===== src/design/ncs_ram.sv =====
module ncs_ram #(
	parameter int WIDTH = 8,
	parameter int DEPTH = 16
) (
	input  logic                                      clk,
	input  logic                                      wr_en,
	input  logic [((DEPTH > 1) ? $clog2(DEPTH) : 1)-1:0] wr_addr,
	input  logic [WIDTH-1:0]                          wr_data,
	input  logic                                      rd_en,
	input  logic [((DEPTH > 1) ? $clog2(DEPTH) : 1)-1:0] rd_addr,
	output logic [WIDTH-1:0]                          rd_data
);

	logic [WIDTH-1:0] mem_q [DEPTH];

	// Single write port, single registered read port.
	always_ff @(posedge clk) begin
		if (wr_en) begin
			mem_q[wr_addr] <= wr_data;
		end
		if (rd_en) begin
			rd_data <= mem_q[rd_addr];
		end
	end

endmodule


===== config.mk =====
export PLATFORM = sky130hd
export DESIGN_NAME = ncs_ram
export DESIGN_NICKNAME = d
export VERILOG_FILES = /design/src/design/ncs_ram.sv
export SDC_FILE = /design/constraint.sdc
export NUM_CORES = 1
export LEC_CHECK = 0
export BUFFER_PORTS_ARGS = -buffer_cell sky130_fd_sc_hd__buf_2
export CORE_ASPECT_RATIO = 0.6
export CORE_MARGIN = 3
export CORE_UTILIZATION = 55
export CTS_BUF_LIST = sky130_fd_sc_hd__clkbuf_8
export CTS_CLUSTER_DIAMETER = 100
export DETAILED_ROUTE_END_ITERATION = 8
export GPL_ROUTABILITY_DRIVEN = 0
export MAX_ROUTING_LAYER = met4
export PLACE_DENSITY = 0.73
export SYNTH_ARGS = -nofsm -noshare
export SYNTH_HDL_FRONTEND = slang
export SYNTH_SLANG_ARGS = --single-unit
export TNS_END_PERCENT = 50

===== constraint.sdc =====
create_clock -name clk -period 2.4 [get_ports clk]
set_input_delay 0.48 -clock clk [delete_from_list [all_inputs] [get_ports clk]]
set_output_delay 0.48 -clock clk [all_outputs]
set_load 0.01 [all_outputs]

==> summary.txt <==
Yosys
  – Cell taking the most area after synthesis: edfxtp_1
  – Distinct cells, synth: 18
  – EDFF count, synth: 136
  – Ys Warns: 0
  – Largest cells by area after synthesis: edfxtp_1, mux4_2, mux4_1
  – Synthesized Nets: 248
  – Most numerous cell in the Yosys netlist: edfxtp_1
  – Cells after Synth: around 230
  – Ys async rst share: 0%
  – #FFs+latches synth: about 140
  – Mapped cell area: 5230 sq um
  – Commonest cells post-synth: edfxtp_1, mux4_2, a22oi_1, mux4_1, nor2_1
  – Top cell type's share of synthesized area: approximately four fifths
  – Mean Syn Cell Area: between 20 and 25 sq um
  – Top_reg_cell synth: edfxtp_1
  – Sequential fraction of the synthesis area: a little under 80%

CTS
  – CTS tree: done
  – CTS clk-pin slew, worst paths: approximately 70 ps
  – Longest Clk Path Bufs: 2
  – Later-pin clock latency in the skew report: around 430 ps
  – Post-CTS Setup Repair Bufs: 0
  – Post-CTS Hold Buffers: 0
  – Root buf cell: clkbuf_8
  – CTS Buf Count: 17
  – Cts repair resizes: 0
  – H-tree depth: 4
  – # clock sinks: between 100 and 150

Timing
  – Final setup vio count: 0
  – Setup TNS: 0 ps
  – Slew Limit Fails: 0
  – Period utilization: 68.1%
  – Max-slew headroom: 50.1%
  – FMAX: between 600 and 700 MHz
  – Post-layout min period: about 1600 ps
  – Least-Margin Pin Slew: 746 ps
  – RSZ-0062 raised after global routing: false
  – Skew final: slightly below 7 ps
  – Final Hold Vio Count: 0

Die
  – # IOs: 27
  – FP Rows: 26
  – Starting Density: 58.9%
  – Die area: between 10000 and 15000 sq um
  – Die Height: around 80 um
  – Horiz. Die Dim: approximately 130 um
  – Core Area: between 8000 and 9000 sq um

Global routing
  – Pin count of the biggest net entering global routing: 24
  – Remaining global-route overflow: 0
  – First-pass GRT wire length: about 15000 um
  – Number of global-route vias before repair: around 2500
  – GR Util All Layers: between 20% and 30%
  – Initial antenna violation count: 0

Setup path
  – Crit-path max FO: 11
  – Reg2Reg Setup Slack: between 900 and 1000 ps
  – Crit path kind: input port to register
  – Worst Setup SP: rd_addr[0]
  – FF-to-FF path depth: 3
  – CP Capture Type: register
  – CP startpoint kind: input port
  – Critical Path RT: about 2600 ps
  – Reg2reg start: mem_q[9][1]$_DFFE_PP_
  – R2R Path End: rd_data[1]$_DFFE_PP_
  – CP endpoint: rd_data[1]$_DFFE_PP_
  – Arrival @ worst endpoint: approximately 1800 ps

Layout
  – Layout net count: between 300 and 400
  – ANT cells: 0
  – Syn-to-layout area delta: 15.3%
  – Ratio of cells with drive above 1 in the final layout: just over 30%

Route
  – Via density: between 5 and 6
  – Initial drt markers: 257
  – DRT Wirelength: about 9300 um
  – Routed wire per std cell: about 22 um
  – Post-route ant nets: 0
  – Residual DRC: 0
  – Vias after detailed routing: 2441
  – DRT Pass-1 Iters: 4

Pwr
  – Pleak: between 2 and 2.5 nW
  – VDD IR max: 0.648 mV
  – PD cells: around 800 nW/um^2
  – Power consumption: between 0.004 and 0.005 W

Place
  – Post-detail-place hpwl: between 6000 and 7000 um
  – Port bufs: 26

Min path
  – Worst hold stages: 1
  – Min-Delay Path Class: input port to register

Outcome
  – Outcome: finished clean

Job
  – Max Cap Viol: 0
==> flip-flops by register name, summed over array words and instances (netlist names) <==
register and flops:
rd_data 8, mem_q 128
==> critical path: stages <==
cell and delay, ps:
buf_2 240, buf_12 190, mux4_1 550, a22oi_1 270
nand2_1 80
==> logic make-up (layout without fill, tap and decap cells) <==
kind of cell	count (synthesis)	after routing	share of synthesized area (%)
AND/OR/NAND/NOR	35	35	3.14
multiplexers	32	32	14.8
AO/OA/AOI/OAI	16	16	2.30
flip-flops	136	136	78.1
buffers and inverters	10	79	1.65
==> per-stage QoR <==
stage / setup slack [ps] / utilization [%] / hold slack [ps] / std cells / area (sq um)
after global placement: 290 / 63.3 / 734 / 392 / 5620
after global routing: 675 / 67.9 / 399 / 424 / 6030
after detailed placement: 292 / 63.3 / 740 / 392 / 5620
after CTS: 765 / 67.9 / 397 / 424 / 6030
final: 766 / 67.9 / 420 / 424 / 6030
after floorplan: 427 / - / 579 / 229 / 5230
==> report_power, final <==
part | total, W | switching, W | internal, W
logic | 0.000247 | 0.000138 | 0.000109
registers | 0.00269 | 0.0000127 | 0.00267
clock network | 0.00188 | 0.000786 | 0.00110
total | 0.00482 | 0.000937 | 0.00388
==> layout make-up <==
class                   instances  area (sq um)
clock buffers                  17           234
clock inverters                15           168
fillers                       584          2860
multi-input cells              83          1060
flip-flops and latches        136          4080
well taps                     126           158
repair buffers                 47           325
==> how the worst min path moves through the flow <==
stage | from | slack [ps] | endpoint
after floorplan | wr_data[0] | 580 | mem_q[0][0]$_DFFE_PP_
after global placement | mem_q[7][3]$_DFFE_PP_ | 730 | rd_data[3]$_DFFE_PP_
after detailed placement | mem_q[4][1]$_DFFE_PP_ | 740 | rd_data[1]$_DFFE_PP_
after CTS | rd_en | 400 | rd_data[4]$_DFFE_PP_
after global routing | rd_en | 400 | rd_data[3]$_DFFE_PP_
final | rd_en | 420 | rd_data[6]$_DFFE_PP_
==> metal layers <==
layer | part of all wire, % | routed length (um) | GRT usage [%]
met5 | 0 | 0 | -
met4 | 0.90 | 84 | 7.65
met3 | 8.3 | 771 | 6.36
met2 | 45 | 4140 | 28.7
met1 | 46 | 4290 | 27.8
==> cell usage in the layout, fill, tap and decap left out, drive strengths merged <==
cell / instances
inv: 3
and2: 1
clkinv: 7
nand2b: 2
nand3b: 2
clkbuf: 17
or3b: 1
nor3: 4
buf: 47
nor2b: 1
nand2: 9
and2b: 1
bufinv: 4
mux4: 32
clkinvlp: 1
a22oi: 16
edfxtp: 136
nand3: 1
nor2: 13
Note: power is estimated with default switching activity, not from simulation.
