==> src/design/ncs_pkg.sv <==
package ncs_pkg;

	// Table size and coordinate format.
	localparam int MAX_ENTRIES = 1024;
	localparam int COORD_BITS  = 16;

	// Fixed field widths of the ports.
	localparam int IN_COORD_W = 16;
	localparam int ID_W       = 16;
	localparam int DIST_W     = 34;

	// Derived widths.
	localparam int IDX_W = (MAX_ENTRIES > 1) ? $clog2(MAX_ENTRIES) : 1;
	localparam int CNT_W = $clog2(MAX_ENTRIES + 1);
	localparam int PT_W  = 3 * COORD_BITS;

	// Request codes.
	localparam logic [1:0] REQ_LOAD  = 2'd0;
	localparam logic [1:0] REQ_CLEAR = 2'd1;
	localparam logic [1:0] REQ_QUERY = 2'd2;

	// Result status codes.
	localparam logic [1:0] STS_FOUND  = 2'd0;
	localparam logic [1:0] STS_EMPTY  = 2'd1;
	localparam logic [1:0] STS_LOADED = 2'd2;
	localparam logic [1:0] STS_FULL   = 2'd3;

	typedef struct packed {
		logic [1:0]                   req_type;
		logic signed [IN_COORD_W-1:0] coord_x;
		logic signed [IN_COORD_W-1:0] coord_y;
		logic signed [IN_COORD_W-1:0] coord_z;
		logic [ID_W-1:0]              elem_id;
	} req_item_t;

	typedef struct packed {
		logic [ID_W-1:0]   best_id;
		logic [DIST_W-1:0] best_dist_sq;
		logic [1:0]        status;
	} rsp_item_t;

	// Sequencer states.
	typedef enum logic [1:0] {
		ST_IDLE,
		ST_SCAN,
		ST_WAIT,
		ST_EMIT
	} state_t;

	// Control that travels with each table read through the distance pipeline.
	typedef struct packed {
		logic valid;
		logic first;
		logic last;
	} scan_t;

	// Takes the low COORD_BITS bits of a coordinate field as a signed value.
	function automatic logic signed [COORD_BITS-1:0] coord_of(input logic [IN_COORD_W-1:0] raw);
		logic [COORD_BITS+IN_COORD_W-1:0] wide;
		wide = {{COORD_BITS{1'b0}}, raw};
		return wide[COORD_BITS-1:0];
	endfunction

endpackage

==> src/design/ncs_dist_unit.sv <==
module ncs_dist_unit (
	input  logic                                clk,
	input  logic                                arst_n,
	input  ncs_pkg::scan_t                      ctl,
	input  logic [ncs_pkg::PT_W-1:0]            cent,
	input  logic [ncs_pkg::ID_W-1:0]            id,
	input  logic [ncs_pkg::PT_W-1:0]            qry,
	output logic                                done,
	output logic [ncs_pkg::ID_W-1:0]            best_id,
	output logic [ncs_pkg::DIST_W-1:0]          best_dist
);

	localparam int C      = ncs_pkg::COORD_BITS;
	localparam int SQ_W   = 2 * C;
	localparam int SUM_W  = SQ_W + 2;
	localparam int WIDE_W = (SUM_W > ncs_pkg::DIST_W) ? SUM_W : ncs_pkg::DIST_W + 1;

	// Magnitude of a signed difference; it always fits in C bits.
	function automatic logic [C-1:0] mag(input logic signed [C:0] d);
		logic signed [C:0] n;
		n = -d;
		return d[C] ? n[C-1:0] : d[C-1:0];
	endfunction

	ncs_pkg::scan_t              ctl_s1, ctl_s2, ctl_s3;
	logic [ncs_pkg::ID_W-1:0]    id_s1, id_s2, id_s3;
	logic [C-1:0]                mx_s1, my_s1, mz_s1;
	logic [SQ_W-1:0]             sx_s2, sy_s2, sz_s2;
	logic [SUM_W-1:0]            sum_s3;
	logic [SUM_W-1:0]            best_q;
	logic [ncs_pkg::ID_W-1:0]    best_id_q;
	logic                        done_q;
	logic signed [C:0]           dx, dy, dz;
	logic [WIDE_W-1:0]           best_wide;

	// Per-axis differences between the stored centroid and the query point.
	assign dx = {cent[3*C-1], cent[3*C-1:2*C]} - {qry[3*C-1], qry[3*C-1:2*C]};
	assign dy = {cent[2*C-1], cent[2*C-1:C]} - {qry[2*C-1], qry[2*C-1:C]};
	assign dz = {cent[C-1], cent[C-1:0]} - {qry[C-1], qry[C-1:0]};

	// Control of the pipeline stages.
	always_ff @(posedge clk or negedge arst_n) begin
		if (!arst_n) begin
			ctl_s1 <= '0;
			ctl_s2 <= '0;
			ctl_s3 <= '0;
			done_q <= 1'b0;
		end else begin
			ctl_s1 <= ctl;
			ctl_s2 <= ctl_s1;
			ctl_s3 <= ctl_s2;
			done_q <= ctl_s3.valid && ctl_s3.last;
		end
	end

	// Stage 1 takes magnitudes, stage 2 squares them, stage 3 adds.
	always_ff @(posedge clk) begin
		mx_s1  <= mag(dx);
		my_s1  <= mag(dy);
		mz_s1  <= mag(dz);
		id_s1  <= id;
		sx_s2  <= SQ_W'(mx_s1 * mx_s1);
		sy_s2  <= SQ_W'(my_s1 * my_s1);
		sz_s2  <= SQ_W'(mz_s1 * mz_s1);
		id_s2  <= id_s1;
		sum_s3 <= SUM_W'(sx_s2) + SUM_W'(sy_s2) + SUM_W'(sz_s2);
		id_s3  <= id_s2;
	end

	// The first entry seeds the best; later ones replace it only when strictly nearer.
	always_ff @(posedge clk) begin
		if (ctl_s3.valid && (ctl_s3.first || (sum_s3 < best_q))) begin
			best_q    <= sum_s3;
			best_id_q <= id_s3;
		end
	end

	// Saturate to the width of the result field.
	assign best_wide = WIDE_W'(best_q);
	assign best_dist = (|best_wide[WIDE_W-1:ncs_pkg::DIST_W]) ? '1
		: best_wide[ncs_pkg::DIST_W-1:0];
	assign best_id   = best_id_q;
	assign done      = done_q;

	// Only the last entry of a scan may finish it.
	a_done_after_last: assert property (@(posedge clk) disable iff (!arst_n)
		done |-> $past(ctl_s3.valid) && $past(ctl_s3.last))
		else $error("distance unit finished without a last entry");

	// A scan always opens with its first entry.
	a_first_seeds: assert property (@(posedge clk) disable iff (!arst_n)
		(ctl_s3.valid && ctl_s3.last) |-> $past(ctl_s3.valid) || ctl_s3.first)
		else $error("scan ended without a seeded best");

	// Stages advance in lockstep.
	a_stage_follow: assert property (@(posedge clk) disable iff (!arst_n)
		ctl_s1.valid |=> ctl_s2.valid)
		else $error("pipeline stage lost an entry");

endmodule

==> config.mk <==
export PLATFORM = sky130hd
export DESIGN_NAME = ncs_dist_unit
export DESIGN_NICKNAME = d
export VERILOG_FILES = /design/src/design/ncs_pkg.sv /design/src/design/ncs_dist_unit.sv
export SDC_FILE = /design/constraint.sdc
export NUM_CORES = 2
export LEC_CHECK = 0
export ABC_AREA = 1
export CORE_MARGIN = 8
export CORE_UTILIZATION = 35
export CTS_CLUSTER_DIAMETER = 150
export DETAILED_ROUTE_END_ITERATION = 10
export DONT_BUFFER_PORTS = 1
export SLEW_MARGIN = 10
export SYNTH_ARGS = -nofsm -noshare
export SYNTH_HDL_FRONTEND = slang
export SYNTH_SLANG_ARGS = --single-unit
==> constraint.sdc <==
create_clock -name clk -period 13.15 [get_ports clk]
set_input_delay 0 -clock clk [delete_from_list [all_inputs] [get_ports clk]]
set_output_delay 0 -clock clk [all_outputs]
set_load 0.01 [all_outputs]
==> impl_results.md <==
* Core box area at 100000 sq um
* Critical-path top delay cell: dfxtp_1
* Vias at 25800
* Final Hold Fails at 0
* Fraction of layout cells with a size suffix above 1 at 1.93%
* Final Net Count at 5379
* Netlist area before placement at 35400 sq um
* Final clock skew at 0.0360 ns
* Gr usage total at 14.1%
* DRT Wirelength at 77300 um
* Placed Area at 36700 sq um
* DR vias/cell at 4.57
* CP peak stage delay at 0.81 ns
* CTS Buf Count at 35
* Top post-synthesis cells by area: fa_1 (29%), ha_1 (15%), dfxtp_1 (13%)
* RSZ-0062 raised after global routing: no
* Die area at 111000 sq um
* CP Launch Type: register
* Synth cell types at 45
* Layout area overhead at 9.48%
* Fin crit period at 5.95 ns
* Number of synthesized flops with an enable pin at 50
* WP data required at 13.60 ns
* Row count at 116
* Ant diodes at 0
* Residual DRC count at 0
* Htree depth at 2
* Die span in y at 334 um
* GP Congestion at 0.884
* Reg2reg setup slack at 7.20 ns
* Largest net degree at the start of global routing at 35
* HP Start: qry[26]
* Register area share after synthesis at 17.6%
* Vias in the first global route at 27400
* Fraction of registers with async set/reset at 3.53%
* Post-route ant nets at 0
* Root Driver: clkbuf_16
* FF+latch count, synth at 283
* Status: finished clean
* Reg2reg end: sx_s2[29]$_DFF_P_
* Antenna violations before repair at 0
* Final slew viol count at 0
* Post-CTS sizing at 0
* WHS Endpoint: my_s1[10]$_DFF_P_
* Clk pin slew, worst setup/hold paths at 0.05 ns
* Worst-Skew Late Latency at 0.56 ns
* Hold path depth at 4
* Max Fclk at 0.168 GHz
* Sink Count at 283
* Ys flop type: dfxtp_1
* CTS tree: done
* CP top delay family: adder cells
* Syn Area/Cell at 8.26 sq um
* Crit path max fanout at 16
* CP Data Arrival Time at 6.40 ns
* I/O pin total at 168
* First-pass GRT wire length at 132000 um
* First drt pass iteration count at 7
* Crit. End Element: register
* Synth area leader: fa_1
* Kind of critical path: reg -> reg
* Reg area at 6220 sq um
* Worst slew pin tran at 0.861 ns
* FILL cells at 10200
* Die width at 334 um
* Clock buffer depth at 3
* Setup TNS at 0 ns
* Initial Utilization at 35.3%
* Yosys top cell area share at 29.5%
* Synth Instances at 4284
* Hold WC Path Type: in -> reg
* Final Instance Area at 38700 sq um
* I/O Buffers at 0
* Multi-input logic area at 24500 sq um
* Placed wire-length estimate at 65100 um
* Relative slew slack at 42.5%
* Crit path cell chain: nand2_1 -> fa_1 -> inv_1 -> fa_1 -> fa_1 -> fa_1 -> fa_1 -> inv_1 -> fa_1 -> inv_1 -> ha_1 -> nand2_1 -> nor2_1 -> nor3b_1 -> nand4_1 -> nand3_1 -> a21o_1 -> nand2_1 -> nand3_1 -> nand2_1
* Max_cap viols at 0
* Post-DR wirelength/cell at 13.7 um
* Overflow after GRT at 0
* Most used cell, CP: fa_1
* Reg2Reg Launch Point: mx_s1[6]$_DFF_P_
* R2R depth at 20
* # setup viols final at 0
* Buffers & Inverters on Critical Path at 3
* Drt initial violations at 1259
* Fin crit share at 45.2%
* Synth warn at 0
## registers in the layout, indices dropped and copies added, names as in the netlist, 3 cells and up
register and cells:
best_dist 34, sum_s3 34, sx_s2 31, sy_s2 31, sz_s2 31, best_id 16
id_s1 16, id_s2 16, id_s3 16, mx_s1 16, my_s1 16, mz_s1 16
ctl_s1 3, ctl_s2 3, ctl_s3 3
## tightest hold or removal path, delay by kind of cell
family | cells | cell delay [ns]
xor+xnor | 2 | 0.30
buf+inv | 1 | 0.03
fa+ha+maj | 1 | 0.20
## synthesized netlist by cell type, types with 30 or more instances
cell type and n:
inv_1 1148, nand2_1 878, fa_1 521, ha_1 417, dfxtp_1 223, a21oi_1 196, nor2_1 194, xor2_1 131
nand3_1 107, clkbuf_1 89, o21ai_0 84, xnor2_1 64, edfxtp_1 50, nor3_1 30
## cell families after synthesis
kind of cell,share of synthesized area [%]
AND/OR/NAND/NOR,14.2
buffers and inverters,13.2
other,0.0106
flip-flops,17.6
XOR/XNOR,5.00
adder cells (fa/ha/maj),44.2
AO/OA/AOI/OAI,5.75
## layer usage
layer | routed length [um] | vias up | GRT usage (%)
li1 | - | 12900 | -
met1 | 35900 | 12300 | 18.5
met2 | 35700 | 483 | 23.8
met3 | 3480 | 121 | 2.05
met4 | 2230 | 0 | 4.40
met5 | 0 | - | 0
## how the worst max path moves through the flow
stage,start,slack [ns],endpoint,cells past startpoint
floorplan,best_dist[5]$_DFFE_PP_,7.67,best_dist[0]$_DFFE_PP_,10
global placement,my_s1[6]$_DFF_P_,7.25,sy_s2[29]$_DFF_P_,22
detailed placement,mx_s1[6]$_DFF_P_,7.24,sx_s2[29]$_DFF_P_,20
CTS,mx_s1[6]$_DFF_P_,7.21,sx_s2[29]$_DFF_P_,20
global route,mx_s1[9]$_DFF_P_,6.84,sx_s2[29]$_DFF_P_,21
finish,mx_s1[6]$_DFF_P_,7.20,sx_s2[29]$_DFF_P_,20
## cells in the final DEF (no fill, tap or decap), types with 14 or more instances in the layout
cell,count
xnor2_1,64
fa_1,521
xor2_1,131
nor3_1,30
a21o_1,20
a31oi_1,14
dlygate4sd3_1,90
o21ai_0,84
nor2_1,194
inv_1,1148
ha_1,417
clkbuf_16,36
nand4_1,26
edfxtp_1,50
a21oi_1,196
dfxtp_1,223
o21bai_1,16
nand2_1,878
nand3_1,107
## layout make-up
class / instances / share of cell area, %
Clock buffer: 43 / 2.42
Multi-Input combinational cell: 2763 / 63.3
Clock inverter: 21 / 0.543
Inverter: 1148 / 11.1
Sequential cell: 283 / 16.1
Tap cell: 1298 / 4.19
Timing Repair Buffer: 93 / 2.38
## metrics by stage
stage          instances  util [%]  setup slack, ns  hold WS (ns)
2_1_floorplan       4286         -             7.67        -0.296
3_3_place_gp        5495      36.6             7.25        -0.295
3_5_place_dp        5495      36.6             7.24        -0.295
4_1_cts             5649      38.7             7.21      0.000660
5_1_grt             5649      38.7             6.84        0.0158
6_report            5649      38.7             7.20        0.0266
## repair_timing
item	CTS	global route
hold buffers	90	0
endpoints found under the hold margin	69	0
buffers inserted	0	0
Power is left out: the tool's default activity adds up to more than one toggle a clock period on the data nets, which glitch-free logic cannot reach.
